`config.mk`:
```
export PLATFORM = sky130hd
export DESIGN_NAME = line_sensor_calibrate_and_locate_core
export DESIGN_NICKNAME = d
export VERILOG_FILES = /design/src/design/lsc_pkg.sv /design/src/design/lsc_div.sv /design/src/design/lsc_ctrl.sv /design/src/design/lsc_dp.sv /design/src/design/line_sensor_calibrate_and_locate_core.sv
export SDC_FILE = /design/constraint.sdc
export NUM_CORES = 2
export LEC_CHECK = 0
export BUFFER_PORTS_ARGS = -buffer_cell sky130_fd_sc_hd__buf_2
export CAP_MARGIN = 20
export CORE_UTILIZATION = 64
export DETAILED_ROUTE_END_ITERATION = 7
export PLACE_DENSITY_LB_ADDON = 0.15
export SETUP_SLACK_MARGIN = 0.3
export SLEW_MARGIN = 20
export SYNTH_ARGS = -nofsm -noshare
export SYNTH_HDL_FRONTEND = slang
export SYNTH_HIERARCHICAL = 1
export SYNTH_SLANG_ARGS = --single-unit
```
`constraint.sdc`:
```
create_clock -name clock -period 10.8 [get_ports clock]
set_input_delay 1.08 -clock clock [delete_from_list [all_inputs] [get_ports clock]]
set_output_delay 1.08 -clock clock [all_outputs]
set_load 0.01 [all_outputs]
```
`src/design/lsc_pkg.sv`:
```
// Shared types, codes and constants of the line sensor calibrate and locate block.
// Used by the divider, the controller, the datapath and the top level.
package lsc_pkg;

   localparam int SENSOR_COUNT_DEF = 8;
   localparam int ADDR_W = 4;
   localparam int RAW_W = 16;
   localparam int NORM_W = 10;
   localparam int POS_W = 13;
   localparam int NUM_W = 26;
   localparam int ACC_W = 28;
   localparam int TOT_W = 14;
   localparam int WGT_W = 14;
   localparam int PROD_W = 24;
   localparam int DIVD_W = 28;
   localparam int DIVS_W = 16;
   localparam int CSR_W = 10;

   localparam logic [NORM_W-1:0] NORM_FULL = 10'd1000;
   localparam logic [POS_W-1:0] POS_MAX = 13'd8191;
   localparam logic [NORM_W-1:0] THRESHOLD_RESET = 10'h20;
   localparam logic [RAW_W-1:0] RAW_ALL_ONES = 16'hFFFF;

   localparam logic [1:0] OP_SAMPLE = 2'd0;
   localparam logic [1:0] OP_REQUEST = 2'd1;
   localparam logic [1:0] OP_READ = 2'd2;

   localparam logic [1:0] KIND_SCAN = 2'd0;
   localparam logic [1:0] KIND_REQUEST = 2'd1;
   localparam logic [1:0] KIND_READ = 2'd2;

   localparam logic CSR_WHITE_LINE = 1'b0;
   localparam logic CSR_NOISE_THRESHOLD = 1'b1;

   localparam logic [2:0] CAL_CODE_START = 3'd2;
   localparam logic [2:0] CAL_CODE_CALIB = 3'd3;

   typedef struct packed {
      logic              take_raw;
      logic              clear_entry;
      logic              load;
      logic              track;
      logic              prep;
      logic              div_norm;
      logic              div_pos;
      logic              store_norm;
      logic              mul;
      logic              add;
      logic              acc_clear;
      logic              pos_zero;
      logic              pos_store;
      logic              emit;
      logic [ADDR_W-1:0] addr;
      logic [1:0]        kind;
      logic [2:0]        cal_state;
      logic              calibrating;
      logic              accepted;
   } cmd_type;

   typedef struct packed {
      logic div_done;
      logic total_zero;
   } stat_type;

   // Position weight of a sensor: 1000 per step, counting from one.
   function automatic logic [WGT_W-1:0] sensor_weight(input logic [ADDR_W-1:0] idx);
      logic [WGT_W-1:0] w;
      w = WGT_W'((WGT_W'(idx) + WGT_W'(1)) * WGT_W'(1000));
      return w;
   endfunction

endpackage

```
`src/design/lsc_div.sv`:
```
// Restoring divider, one quotient bit per cycle, shared by scaling and position.
// Depends on lsc_pkg for operand widths.
module lsc_div (
   input  logic                         clock,
   input  logic                         reset,
   input  logic                         start,
   input  logic [lsc_pkg::DIVD_W-1:0]   dividend,
   input  logic [lsc_pkg::DIVS_W-1:0]   divisor,
   output logic                         done,
   output logic [lsc_pkg::DIVD_W-1:0]   quotient
);

   localparam int CNT_W = $clog2(lsc_pkg::DIVD_W + 1);

   logic                        busy_ff, busy_in;
   logic                        done_ff, done_in;
   logic [CNT_W-1:0]            cnt_ff, cnt_in;
   logic [lsc_pkg::DIVS_W-1:0]  rem_ff, rem_in;
   logic [lsc_pkg::DIVS_W-1:0]  dsr_ff, dsr_in;
   logic [lsc_pkg::DIVD_W-1:0]  quo_ff, quo_in;
   logic [lsc_pkg::DIVS_W:0]    trial;
   logic                        fits;

   assign trial = {rem_ff, quo_ff[lsc_pkg::DIVD_W-1]};
   assign fits = trial >= {1'b0, dsr_ff};

   always_comb begin
      busy_in = busy_ff;
      done_in = 1'b0;
      cnt_in = cnt_ff;
      rem_in = rem_ff;
      dsr_in = dsr_ff;
      quo_in = quo_ff;
      if (start) begin
         busy_in = 1'b1;
         cnt_in = CNT_W'(lsc_pkg::DIVD_W);
         rem_in = '0;
         dsr_in = divisor;
         quo_in = dividend;
      end else if (busy_ff) begin
         rem_in = fits ? lsc_pkg::DIVS_W'(trial - {1'b0, dsr_ff})
                       : trial[lsc_pkg::DIVS_W-1:0];
         quo_in = {quo_ff[lsc_pkg::DIVD_W-2:0], fits};
         cnt_in = cnt_ff - CNT_W'(1);
         if (cnt_ff == CNT_W'(1)) begin
            busy_in = 1'b0;
            done_in = 1'b1;
         end
      end
   end

   always_ff @(posedge clock) begin
      if (reset) begin
         busy_ff <= 1'b0;
         done_ff <= 1'b0;
         cnt_ff <= '0;
      end else begin
         busy_ff <= busy_in;
         done_ff <= done_in;
         cnt_ff <= cnt_in;
      end
      rem_ff <= rem_in;
      dsr_ff <= dsr_in;
      quo_ff <= quo_in;
   end

   assign done = done_ff;
   assign quotient = quo_ff;

endmodule

```
`src/design/lsc_ctrl.sv`:
```
// Controller: handshakes, calibration state machine and the per-sensor sequencer.
// Depends on lsc_pkg for codes and the command and status structs.
module lsc_ctrl #(
   parameter int SENSOR_COUNT = lsc_pkg::SENSOR_COUNT_DEF
) (
   input  logic                      clock,
   input  logic                      reset,
   input  logic                      req_valid,
   output logic                      req_ready,
   input  logic [1:0]                req_opcode,
   input  logic [3:0]                req_sensor_index,
   input  logic                      req_last_of_scan,
   output logic                      rsp_valid,
   input  logic                      rsp_ready,
   input  lsc_pkg::stat_type         stat,
   output lsc_pkg::cmd_type          cmd
);

   localparam int IDX_W = (SENSOR_COUNT > 1) ? $clog2(SENSOR_COUNT) : 1;

   typedef enum logic [3:0] {
      S_IDLE, S_DECODE, S_CLEAR, S_LOAD, S_PREP, S_DGO, S_DWAIT, S_NORM,
      S_MUL, S_ADD, S_PGO, S_PWAIT, S_EMIT
   } seq_type;

   typedef enum logic [2:0] {
      CAL_INIT = 3'd0, CAL_NOTCAL = 3'd1, CAL_START = 3'd2,
      CAL_CALIB = 3'd3, CAL_STOP = 3'd4, CAL_READY = 3'd5
   } cal_type;

   seq_type           seq_ff;
   cal_type           cal_ff;
   logic              pend_ff;
   logic              stop_ff;
   logic              track_ff;
   logic              rsp_valid_ff;
   logic [1:0]        op_ff;
   logic [3:0]        idx_ff;
   logic              last_ff;
   logic [1:0]        kind_ff;
   logic              accepted_ff;
   logic [IDX_W-1:0]  cnt_ff;
   logic              accept;
   logic              cnt_last;
   logic              out_free;
   logic              sweeping;
   logic              req_taken;

   assign accept = req_valid && req_ready;
   assign req_ready = (seq_ff == S_IDLE);
   assign rsp_valid = rsp_valid_ff;
   assign cnt_last = (cnt_ff == IDX_W'(SENSOR_COUNT - 1));
   assign out_free = !rsp_valid_ff || rsp_ready;
   assign sweeping = (seq_ff != S_EMIT) && (seq_ff != S_IDLE) && (seq_ff != S_DECODE);
   assign req_taken = (cal_ff == CAL_NOTCAL) || (cal_ff == CAL_CALIB) ||
                      (cal_ff == CAL_READY);

   always_comb begin
      cmd = '0;
      cmd.take_raw = accept && (req_opcode == lsc_pkg::OP_SAMPLE);
      cmd.addr = sweeping ? lsc_pkg::ADDR_W'(cnt_ff) : idx_ff;
      cmd.track = track_ff;
      cmd.kind = kind_ff;
      cmd.cal_state = cal_ff;
      cmd.calibrating = (cal_ff == CAL_START) || (cal_ff == CAL_CALIB);
      cmd.accepted = accepted_ff;
      cmd.clear_entry = (seq_ff == S_CLEAR);
      cmd.load = (seq_ff == S_LOAD);
      cmd.prep = (seq_ff == S_PREP);
      cmd.div_norm = (seq_ff == S_DGO);
      cmd.store_norm = (seq_ff == S_NORM);
      cmd.mul = (seq_ff == S_MUL);
      cmd.add = (seq_ff == S_ADD);
      cmd.pos_zero = (seq_ff == S_PGO) && stat.total_zero;
      cmd.div_pos = (seq_ff == S_PGO) && !stat.total_zero;
      cmd.pos_store = (seq_ff == S_PWAIT) && stat.div_done;
      cmd.emit = (seq_ff == S_EMIT) && out_free;
      cmd.acc_clear = (seq_ff == S_DECODE);
   end

   always_ff @(posedge clock) begin
      if (reset) begin
         seq_ff <= S_IDLE;
         cal_ff <= CAL_INIT;
         pend_ff <= 1'b0;
         stop_ff <= 1'b0;
         track_ff <= 1'b0;
         rsp_valid_ff <= 1'b0;
         cnt_ff <= '0;
         kind_ff <= lsc_pkg::KIND_SCAN;
         accepted_ff <= 1'b0;
      end else begin
         if (cmd.emit) begin
            rsp_valid_ff <= 1'b1;
         end else if (rsp_ready) begin
            rsp_valid_ff <= 1'b0;
         end
         unique case (seq_ff)
            S_IDLE: begin
               if (accept) begin
                  seq_ff <= S_DECODE;
               end
            end
            S_DECODE: begin
               cnt_ff <= '0;
               unique case (op_ff)
                  lsc_pkg::OP_SAMPLE: begin
                     kind_ff <= lsc_pkg::KIND_SCAN;
                     accepted_ff <= 1'b0;
                     if (!last_ff) begin
                        seq_ff <= S_IDLE;
                     end else begin
                        unique case (cal_ff)
                           CAL_INIT: begin
                              cal_ff <= CAL_NOTCAL;
                              seq_ff <= S_EMIT;
                           end
                           CAL_NOTCAL: begin
                              if (pend_ff) begin
                                 pend_ff <= 1'b0;
                                 cal_ff <= CAL_START;
                              end
                              seq_ff <= S_EMIT;
                           end
                           CAL_START: begin
                              cal_ff <= CAL_CALIB;
                              seq_ff <= S_CLEAR;
                           end
                           CAL_CALIB: begin
                              track_ff <= 1'b1;
                              stop_ff <= pend_ff;
                              pend_ff <= 1'b0;
                              seq_ff <= S_LOAD;
                           end
                           CAL_STOP: begin
                              cal_ff <= CAL_READY;
                              seq_ff <= S_EMIT;
                           end
                           CAL_READY: begin
                              track_ff <= 1'b0;
                              stop_ff <= pend_ff;
                              pend_ff <= 1'b0;
                              seq_ff <= S_LOAD;
                           end
                           default: begin
                              cal_ff <= CAL_INIT;
                              seq_ff <= S_EMIT;
                           end
                        endcase
                     end
                  end
                  lsc_pkg::OP_REQUEST: begin
                     kind_ff <= lsc_pkg::KIND_REQUEST;
                     accepted_ff <= req_taken;
                     if (req_taken) begin
                        pend_ff <= 1'b1;
                     end
                     seq_ff <= S_EMIT;
                  end
                  lsc_pkg::OP_READ: begin
                     kind_ff <= lsc_pkg::KIND_READ;
                     accepted_ff <= 1'b0;
                     seq_ff <= S_EMIT;
                  end
                  default: seq_ff <= S_IDLE;
               endcase
            end
            S_CLEAR: begin
               cnt_ff <= cnt_ff + IDX_W'(1);
               if (cnt_last) begin
                  seq_ff <= S_EMIT;
               end
            end
            S_LOAD: seq_ff <= S_PREP;
            S_PREP: seq_ff <= S_DGO;
            S_DGO: seq_ff <= S_DWAIT;
            S_DWAIT: begin
               if (stat.div_done) begin
                  seq_ff <= S_NORM;
               end
            end
            S_NORM: seq_ff <= S_MUL;
            S_MUL: seq_ff <= S_ADD;
            S_ADD: begin
               cnt_ff <= cnt_ff + IDX_W'(1);
               seq_ff <= cnt_last ? S_PGO : S_LOAD;
            end
            S_PGO: begin
               seq_ff <= stat.total_zero ? S_EMIT : S_PWAIT;
               // The step of a tracking or ready state ends here.
               if (stop_ff) begin
                  cal_ff <= (cal_ff == CAL_CALIB) ? CAL_STOP : CAL_START;
               end
            end
            S_PWAIT: begin
               if (stat.div_done) begin
                  seq_ff <= S_EMIT;
               end
            end
            S_EMIT: begin
               if (out_free) begin
                  seq_ff <= S_IDLE;
               end
            end
            default: seq_ff <= S_IDLE;
         endcase
      end
      if (accept) begin
         op_ff <= req_opcode;
         idx_ff <= req_sensor_index;
         last_ff <= req_last_of_scan;
      end
   end

endmodule

```
`src/design/lsc_dp.sv`:
```
// Datapath: configuration, per-sensor calibration entries, scaling, weighting,
// the shared divider and the result register. Depends on lsc_pkg and lsc_div.
module lsc_dp #(
   parameter int SENSOR_COUNT = lsc_pkg::SENSOR_COUNT_DEF
) (
   input  logic                        clock,
   input  logic                        reset,
   input  logic                        csr_write_enable,
   input  logic                        csr_index,
   input  logic [lsc_pkg::CSR_W-1:0]   csr_write_data,
   input  logic [3:0]                  req_sensor_index,
   input  logic [15:0]                 req_raw_value,
   input  lsc_pkg::cmd_type            cmd,
   output lsc_pkg::stat_type           stat,
   output logic [1:0]                  rsp_reply_kind,
   output logic [12:0]                 rsp_line_position,
   output logic [2:0]                  rsp_line_state,
   output logic                        rsp_is_calibrating,
   output logic                        rsp_request_accepted,
   output logic [15:0]                 rsp_entry_minimum,
   output logic [15:0]                 rsp_entry_maximum,
   output logic [9:0]                  rsp_entry_normalized
);

   localparam int IDX_W = (SENSOR_COUNT > 1) ? $clog2(SENSOR_COUNT) : 1;

   logic                         white_ff;
   logic [lsc_pkg::NORM_W-1:0]   thr_ff;
   logic [lsc_pkg::RAW_W-1:0]    raw_mem [SENSOR_COUNT];
   logic [lsc_pkg::RAW_W-1:0]    min_mem [SENSOR_COUNT];
   logic [lsc_pkg::RAW_W-1:0]    max_mem [SENSOR_COUNT];
   logic [lsc_pkg::NORM_W-1:0]   norm_mem [SENSOR_COUNT];

   logic [lsc_pkg::RAW_W-1:0]    raw_ff, min_ff, max_ff, range_ff;
   logic                         zero_ff;
   logic [lsc_pkg::NUM_W-1:0]    num_ff;
   logic [lsc_pkg::NORM_W-1:0]   v_ff;
   logic                         keep_ff;
   logic [lsc_pkg::PROD_W-1:0]   prod_ff;
   logic [lsc_pkg::ACC_W-1:0]    acc_ff;
   logic [lsc_pkg::TOT_W-1:0]    tot_ff;
   logic [lsc_pkg::POS_W-1:0]    pos_ff;

   logic                         in_range, req_in_range;
   logic [IDX_W-1:0]             ai, wi;
   logic [lsc_pkg::RAW_W-1:0]    rd_raw, rd_min, rd_max, new_min, new_max;
   logic [lsc_pkg::NORM_W-1:0]   norm, v;
   logic                         div_start, div_done;
   logic [lsc_pkg::DIVD_W-1:0]   div_dividend, div_q;
   logic [lsc_pkg::DIVS_W-1:0]   div_divisor;

   assign in_range = {1'b0, cmd.addr} < 5'(SENSOR_COUNT);
   assign req_in_range = {1'b0, req_sensor_index} < 5'(SENSOR_COUNT);
   assign ai = cmd.addr[IDX_W-1:0];
   assign wi = req_sensor_index[IDX_W-1:0];

   assign rd_raw = raw_mem[ai];
   assign rd_min = min_mem[ai];
   assign rd_max = max_mem[ai];
   assign new_min = (cmd.track && (rd_raw < rd_min)) ? rd_raw : rd_min;
   assign new_max = (cmd.track && (rd_raw > rd_max)) ? rd_raw : rd_max;

   // A sensor with no range scales to zero; above its maximum it clamps to full scale.
   assign norm = zero_ff ? '0 :
                 (div_q > lsc_pkg::DIVD_W'(lsc_pkg::NORM_FULL)) ? lsc_pkg::NORM_FULL :
                 div_q[lsc_pkg::NORM_W-1:0];
   assign v = white_ff ? (lsc_pkg::NORM_FULL - norm) : norm;

   assign div_start = cmd.div_norm || cmd.div_pos;
   assign div_dividend = cmd.div_pos ? acc_ff : lsc_pkg::DIVD_W'(num_ff);
   assign div_divisor = cmd.div_pos ? lsc_pkg::DIVS_W'(tot_ff) : range_ff;

   assign stat.div_done = div_done;
   assign stat.total_zero = (tot_ff == '0);

   lsc_div u_div (
      .clock    (clock),
      .reset    (reset),
      .start    (div_start),
      .dividend (div_dividend),
      .divisor  (div_divisor),
      .done     (div_done),
      .quotient (div_q)
   );

   always_ff @(posedge clock) begin
      if (reset) begin
         white_ff <= 1'b0;
         thr_ff <= lsc_pkg::THRESHOLD_RESET;
      end else if (csr_write_enable) begin
         unique case (csr_index)
            lsc_pkg::CSR_WHITE_LINE: white_ff <= csr_write_data[0];
            lsc_pkg::CSR_NOISE_THRESHOLD: thr_ff <= csr_write_data;
            default: thr_ff <= thr_ff;
         endcase
      end
   end

   always_ff @(posedge clock) begin
      if (reset) begin
         for (int i = 0; i < SENSOR_COUNT; i++) begin
            raw_mem[i] <= '0;
            min_mem[i] <= '0;
            max_mem[i] <= '0;
            norm_mem[i] <= '0;
         end
         pos_ff <= '0;
      end else begin
         if (cmd.take_raw && req_in_range) begin
            raw_mem[wi] <= req_raw_value;
         end
         if (cmd.clear_entry) begin
            min_mem[ai] <= lsc_pkg::RAW_ALL_ONES;
            max_mem[ai] <= '0;
            norm_mem[ai] <= '0;
         end
         if (cmd.load) begin
            min_mem[ai] <= new_min;
            max_mem[ai] <= new_max;
         end
         if (cmd.store_norm) begin
            norm_mem[ai] <= norm;
         end
         if (cmd.pos_zero) begin
            pos_ff <= '0;
         end else if (cmd.pos_store) begin
            pos_ff <= (div_q > lsc_pkg::DIVD_W'(lsc_pkg::POS_MAX)) ? lsc_pkg::POS_MAX
                                                                  : div_q[lsc_pkg::POS_W-1:0];
         end
      end
   end

   always_ff @(posedge clock) begin
      if (cmd.load) begin
         raw_ff <= rd_raw;
         min_ff <= new_min;
         max_ff <= new_max;
      end
      if (cmd.prep) begin
         num_ff <= (raw_ff > min_ff) ?
                   lsc_pkg::NUM_W'((raw_ff - min_ff) * lsc_pkg::NUM_W'(lsc_pkg::NORM_FULL)) : '0;
         range_ff <= max_ff - min_ff;
         zero_ff <= (max_ff == min_ff);
      end
      if (cmd.store_norm) begin
         v_ff <= v;
         keep_ff <= v > thr_ff;
      end
      if (cmd.mul) begin
         prod_ff <= lsc_pkg::PROD_W'(v_ff * lsc_pkg::sensor_weight(cmd.addr));
      end
      if (cmd.acc_clear) begin
         acc_ff <= '0;
         tot_ff <= '0;
      end else if (cmd.add && keep_ff) begin
         acc_ff <= acc_ff + lsc_pkg::ACC_W'(prod_ff);
         tot_ff <= tot_ff + lsc_pkg::TOT_W'(v_ff);
      end
      if (cmd.emit) begin
         rsp_reply_kind <= cmd.kind;
         rsp_line_position <= pos_ff;
         rsp_line_state <= cmd.cal_state;
         rsp_is_calibrating <= cmd.calibrating;
         rsp_request_accepted <= cmd.accepted;
         if ((cmd.kind == lsc_pkg::KIND_READ) && in_range) begin
            rsp_entry_minimum <= rd_min;
            rsp_entry_maximum <= rd_max;
            rsp_entry_normalized <= norm_mem[ai];
         end else begin
            rsp_entry_minimum <= '0;
            rsp_entry_maximum <= '0;
            rsp_entry_normalized <= '0;
         end
      end
   end

endmodule

```
`src/design/line_sensor_calibrate_and_locate_core.sv`:
```
// Top level of the line sensor calibrate and locate block.
// Joins lsc_ctrl and lsc_dp; depends on lsc_pkg.
//
//   port group  direction  carries
//   req_*       in         one item: opcode, sensor index, raw value, scan-end mark
//   rsp_*       out        one item: kind, position, state, request and entry fields
//   csr_*       in         register writes: white line mode, noise threshold
//
// A sample without a scan-end mark is only decoded; a request or an entry read is
// decoded and its result emitted. A scan-end step in the calibrating or ready state
// sweeps every sensor through the shared one-bit-per-cycle divider; a nonzero weight
// total then gives the position. The start step clears one sensor entry per cycle.
// Reset is synchronous; a result waits in the output register while rsp_ready is low,
// and the next item is taken meanwhile until that item needs the register.
module line_sensor_calibrate_and_locate_core #(
   parameter int SENSOR_COUNT = lsc_pkg::SENSOR_COUNT_DEF
) (
   input  logic                       clock,
   input  logic                       reset,
   input  logic                       req_valid,
   output logic                       req_ready,
   input  logic [1:0]                 req_opcode,
   input  logic [3:0]                 req_sensor_index,
   input  logic [15:0]                req_raw_value,
   input  logic                       req_last_of_scan,
   output logic                       rsp_valid,
   input  logic                       rsp_ready,
   output logic [1:0]                 rsp_reply_kind,
   output logic [12:0]                rsp_line_position,
   output logic [2:0]                 rsp_line_state,
   output logic                       rsp_is_calibrating,
   output logic                       rsp_request_accepted,
   output logic [15:0]                rsp_entry_minimum,
   output logic [15:0]                rsp_entry_maximum,
   output logic [9:0]                 rsp_entry_normalized,
   input  logic                       csr_write_enable,
   input  logic                       csr_index,
   input  logic [lsc_pkg::CSR_W-1:0]  csr_write_data
);

   lsc_pkg::cmd_type   cmd;
   lsc_pkg::stat_type  stat;

   lsc_ctrl #(.SENSOR_COUNT(SENSOR_COUNT)) u_ctrl (
      .clock            (clock),
      .reset            (reset),
      .req_valid        (req_valid),
      .req_ready        (req_ready),
      .req_opcode       (req_opcode),
      .req_sensor_index (req_sensor_index),
      .req_last_of_scan (req_last_of_scan),
      .rsp_valid        (rsp_valid),
      .rsp_ready        (rsp_ready),
      .stat             (stat),
      .cmd              (cmd)
   );

   lsc_dp #(.SENSOR_COUNT(SENSOR_COUNT)) u_dp (
      .clock                (clock),
      .reset                (reset),
      .csr_write_enable     (csr_write_enable),
      .csr_index            (csr_index),
      .csr_write_data       (csr_write_data),
      .req_sensor_index     (req_sensor_index),
      .req_raw_value        (req_raw_value),
      .cmd                  (cmd),
      .stat                 (stat),
      .rsp_reply_kind       (rsp_reply_kind),
      .rsp_line_position    (rsp_line_position),
      .rsp_line_state       (rsp_line_state),
      .rsp_is_calibrating   (rsp_is_calibrating),
      .rsp_request_accepted (rsp_request_accepted),
      .rsp_entry_minimum    (rsp_entry_minimum),
      .rsp_entry_maximum    (rsp_entry_maximum),
      .rsp_entry_normalized (rsp_entry_normalized)
   );

   assert property (@(posedge clock) disable iff (reset)
      rsp_valid && (rsp_reply_kind != lsc_pkg::KIND_READ) |->
         (rsp_entry_minimum == '0) && (rsp_entry_maximum == '0) &&
         (rsp_entry_normalized == '0))
      else $error("entry fields set in a result that is not an entry read");

   assert property (@(posedge clock) disable iff (reset)
      rsp_valid |-> rsp_is_calibrating ==
         ((rsp_line_state == lsc_pkg::CAL_CODE_START) ||
          (rsp_line_state == lsc_pkg::CAL_CODE_CALIB)))
      else $error("calibrating flag disagrees with the reported state");

   assert property (@(posedge clock) disable iff (reset)
      rsp_valid && (rsp_reply_kind != lsc_pkg::KIND_REQUEST) |-> !rsp_request_accepted)
      else $error("request accepted flag set outside a request reply");

   assert property (@(posedge clock) disable iff (reset)
      rsp_valid && !rsp_ready |=> rsp_valid)
      else $error("result dropped before it was taken");

endmodule

```
# Yosys cells after proc, flatten, opt, wreduce, memory -nomap -nowiden
# Memories as Yosys holds them, arrays and structs flattened. A register that Yosys moved wholly into a read port is not among the register bits.
# Cells that the tools add are included.
# op_classes
add_sub_neg	9
multipliers	3
magnitude_cmp	9
n_eq_ne	38
mux	75
bitwise	5
reduce_logical	56
# ops
op	n
16-bit two-way mux	8
28-bit two-way mux	3
4-bit case mux with 13 select lines	1
10-bit two-way mux	5
16-bit OR reduction	3
16-bit > comparator	2
4-bit two-way mux	8
16-bit subtractor	2
3-bit two-way mux	10
28-bit by 24-bit adder with 28-bit output	1
28-bit by 10-bit > comparator with 1-bit output, second input constant	1
28-bit by 13-bit > comparator with 1-bit output, second input constant	1
1-bit two-way mux	27
26-bit by 7-bit multiplier with 23-bit output, second input constant	1
10-bit by 11-bit multiplier with 21-bit output	1
4-bit equality test, second input constant	5
2-bit by 1-bit != test with 1-bit output, second input constant	9
17-bit by 16-bit >= comparator with 1-bit output	1
16-bit by 16-bit subtractor with 17-bit output	1
16-bit equality test	1
4-bit by 3-bit equality test with 1-bit output, second input constant	4
16-bit < comparator	1
4-bit case mux with 2 select lines	2
3-bit case mux with 5 select lines	1
45 further kinds	96
# word_totals
regBits	332
ramBits	464
in_bits	39
out_inout_bits	64
wordCells	241
mem_count	4
# mem_list
name	depth	word_bits	rd	rd_clocked_by_memory_dff	write_ports	line	rtl
u_dp.max_mem	8	16	1	0	8	lsc_dp.sv:31	logic [lsc_pkg::RAW_W-1:0] max_mem [SENSOR_COUNT];
u_dp.min_mem	8	16	1	0	8	lsc_dp.sv:30	logic [lsc_pkg::RAW_W-1:0] min_mem [SENSOR_COUNT];
u_dp.raw_mem	8	16	1	0	8	lsc_dp.sv:29	logic [lsc_pkg::RAW_W-1:0] raw_mem [SENSOR_COUNT];
u_dp.norm_mem	8	10	1	1	8	lsc_dp.sv:32	logic [lsc_pkg::NORM_W-1:0] norm_mem [SENSOR_COUNT];

# Longest topological paths before layout
# An unclocked memory read counts as a cell.
# depth
word_depth	10
ltp_mapped	41
mapped_depth_nobuf	34

# Hierarchy
# Netlist, hierarchy kept.
# modules_own_cells
module	n_inst	cells_per_inst	area_per_inst_um2
lsc_dp	1	3489	40709.0
lsc_div	1	311	3500.9
lsc_ctrl	1	183	1544.0

# Worst setup path before layout
# Ideal clock, no wire load.
# synth_timing
path_type	register -> register
from	register u_ctrl.seq_ff[2]
to	register u_dp/prod_ff[21] in the netlist's numbering, data pin
setup_ns	0.260
t_arrival_ns	9.743
setup_slack_ns	0.797
stages_incl_launch_ff	39
path_buffers	7
synth_period_minus_slack_ns	10.003
path_cell_list	dfxtp_1 > buf_6 > or2b_1 > o21ba_2 > nor2_1 > mux2_2 > buf_6 > buf_6 > buf_4 > buf_4 > buf_2 > and3_1 > buf_2 > xnor2_1 > fa_1 > fa_1 > fa_1 > ha_1 > (+3 left out) > xnor2_1 > nand2_1 > fa_1 > fa_1 > inv_1 > fa_1 > fa_1 > inv_1 > fa_1 > inv_1 > ha_1 > and3_1 > a221o_1 > a31o_2 > a21oi_1 > o21ai_0 > a21boi_0 > xnor2_1
# synth_rtl
item	line	rtl
start: declaration	lsc_ctrl.sv:31	seq_type seq_ff;
start signal: assignment	lsc_ctrl.sv:186	seq_ff <= cnt_last ? S_PGO : S_LOAD;
start signal: assignment	lsc_ctrl.sv:189	seq_ff <= stat.total_zero ? S_EMIT : S_PWAIT;
end signal: assignment	lsc_dp.sv:150	prod_ff <= lsc_pkg::PROD_W'(v_ff * lsc_pkg::sensor_weight(cmd.addr));
end: declaration	lsc_dp.sv:39	logic [lsc_pkg::PROD_W-1:0] prod_ff;

==> flow_summary.yaml <==
floorplan:
  io_pins: 103
  rows: 97
  start_util_pct: 65.0
  die_area_um2: 72600
  core_um2: 70400
  die_w_um: 269
  die_h_um: 269
place:
  place.gp.congestion: 0.938
  dp_hpwl_mm: 80.7
  post_dp_cell_area_um2: 47200
  io_buffer_count: 102
  pre_cts_slack_ns: 0.591
cells_and_area:
  final_area_um2: 50100
  postLayoutCoreUtil_pct: 71.2
  nets: 4497
  synthToLayoutAreaGrowth_pct: 9.51
  layout-drive-gt1-share_pct: 14.2
  fillers: 4977
clock_network:
  cts.path.max_buffers: 3
  htreeDepth: 3
  post_cts_resize_count: 0
  cts_setup_buffers: 0
  clock_latency_ns: 0.67
  hold_buffers: 0
  cts_tree: "built"
  clock-sinks: 800
  clk_pin_slew_worst_paths_ns: 0.06
  numCtsBuffers: 83
  ctsRootBufferMaster: "clkbuf_16"
worst_setup_path:
  crit_required_ns: 11.17
  critPathKind: "flop to flop"
  crit_top_cell: "fa_1"
  worstPathMaxFanout: 10
  worstSetupEndpointType: "flop"
  cp_slowest_stage_delay_ns: 0.65
  critPathSlowestCell: "fa_1"
  critPathLaunchType: "flop"
  worstPathArrival_ns: 10.36
  reg2reg_slack_ns: 0.81
routing:
  first_iter_violations: 3119
  wl_mm: 120
  vias: 31800
  detail_route.wl_per_cell_um: 23.6
  drt_first_pass_iters: 6
  viasPerCell: 6.26
  drc: 0
  ant_nets: 0
synth:
  synth_top_cell_area_share_pct: 45.7
  synthCells: 3983
  yosys-top-cells-area: "edfxtp_1 46%, ha_1 6.9%, fa_1 6.4%"
  ys_types: 104
  synth_edf_count: 697
  synth-seq-cells: 800
  yosys_warnings: 6
  avgSynthCellArea_um2: 11.5
  ys_seq_area_share_pct: 50.3
  yosysTopAreaCell: "edfxtp_1"
  netlist_area_um2: 45800
  yosys_most_used_dff: "edfxtp_1"
  synthArstFlopShare_pct: 0
global_routing:
  grt_pass1_wl_mm: 181
  antenna_found_initial: 3
  grt_overflow: 0
  grt_max_degree: 108
  grt_util_all_layers_pct: 32.7
  grt_pass1_vias: 31000
timing:
  finClkSkew_ns: 0.0539
  setup_ws_ns: 0.808
  period_minus_slack_ns: 9.99
  relSlewSlack_pct: 22.2
  slew_viol_final: 0
  fin_setup_tns_ns: 0
  tightest_slew_ns: 1.16
  finalSetupViolations: 0
  finalCritPeriodShare_pct: 92.5
  max_freq_mhz: 100
  rsz0062_at_grt: "false"
  hold_viol: 0
run_status:
  status: "complete, no violations"
min_path:
  hold_path_class: "flop to flop"
job:
  maxCapViolCount: 0
==> worst max-delay path: cells and delay by family (launching register included) <==
kind	cells	cell delay, ns
mux	1	0.38
flops	1	0.52
buf+inv	4	0.33
fa+ha+maj	11	4.91
compound gates	9	2.05
simple gates	4	0.86
xor+xnor	3	0.65
==> area by class of cell <==
cell class	instances	area, um^2	area share [%]
antenna	4	10.0	0.0200
clock buffer	104	2260	4.51
clock inverter	48	547	1.09
inverter	299	1120	2.24
multi-input combinational	2705	20900	41.8
sequential	800	23000	45.9
tap	940	1180	2.35
timing repair buffer	172	1070	2.14
==> kinds of logic (layout without fill, tap and decap cells) <==
kind of cell	count (synthesis)	after routing	synth area share (%)
AOI/OAI and AO/OA	672	672	10.2
xor gates and xnor gates	115	115	2.20
adders and majority gates	397	397	13.3
buffers and inverters	480	623	4.35
DFF	800	800	50.3
muxes	219	219	6.21
other	1	7	0.00820
and+or+nand+nor	1299	1299	13.5
==> synthesized netlist by cell type, types with 11 or more instances <==
cell type,n
nand4_1,20
mux2_2,121
o21bai_1,24
nand3_1,42
nand2b_1,24
nand2_1,250
inv_1,299
or2_2,18
a22oi_1,33
a21oi_1,181
or3_1,14
buf_4,13
fa_1,146
o211ai_1,13
and3_1,17
a211oi_1,22
nor2_1,565
a221o_1,13
nor2_4,14
a21o_1,49
a221oi_1,55
xor2_1,38
ha_1,251
buf_2,41
mux4_2,27
a22o_1,19
and2_1,184
mux2i_1,54
nor3_1,37
o221a_2,11
dfxtp_1,103
buf_1,11
xnor2_1,77
edfxtp_1,697
mux2i_4,11
o31ai_1,12
a31oi_1,27
o21ai_0,87
clkbuf_1,105
o21a_1,18
nor2b_1,52
==> path summary, 6_finish.rpt <==
| check | start | endpoint | cells after the start |
|---|---|---|---|
| hold reg to reg | u_dp/pos_ff[4] | u_dp/rsp_line_position[4] | 0 |
| setup / recovery | u_ctrl/seq_ff[2] | u_dp/prod_ff[21] | 32 |
| setup reg to reg | u_ctrl/seq_ff[2] | u_dp/prod_ff[21] | 32 |
| hold / removal | u_dp/pos_ff[4] | u_dp/rsp_line_position[4] | 0 |
==> per-layer routing <==
metal / vias up / GRT usage, % / part of all wire (%)
li1: 14300 / - / -
met1: 15600 / 42.5 / 38
met2: 1530 / 54.3 / 48
met3: 317 / 4.72 / 8.6
met4: 0 / 16.0 / 5.0
met5: - / 0 / 0
==> sequential cells by signal (all words and copies together), names as in the netlist, 21 cells and up <==
register             flops
u_dp/acc_ff             25
u_dp/max_mem           128
u_dp/min_mem           128
u_dp/norm_mem           80
u_dp/num_ff             23
u_dp/prod_ff            21
u_dp/raw_mem           128
u_dp/u_div/quotient     28
==> metrics by stage <==
step           std cells  hold WS [ns]
6_report            5072         0.442
5_1_grt             5071         0.445
4_1_cts             5067         0.442
3_5_place_dp        4915         0.417
3_3_place_gp        4913         0.416
2_1_floorplan       3985         0.403
==> cells in the final DEF, fill, tap and decap left out, drive strengths merged, types with 38 or more instances in the layout <==
cell	synthesis	routed
dfxtp	103	103
nand2	253	253
nor2	588	588
nand3	42	42
a221oi	60	60
a21o	50	50
nor2b	53	53
o21ai	99	99
mux2	123	123
fa	146	146
inv	299	300
mux2i	69	69
ha	251	251
xnor2	77	77
clkbuf	107	104
and2	187	187
buf	74	172
a21oi	192	192
xor2	38	38
edfxtp	697	697
Power is not shown: default switching activity piles up to over one toggle a cycle in this logic, so the estimate is an artifact.
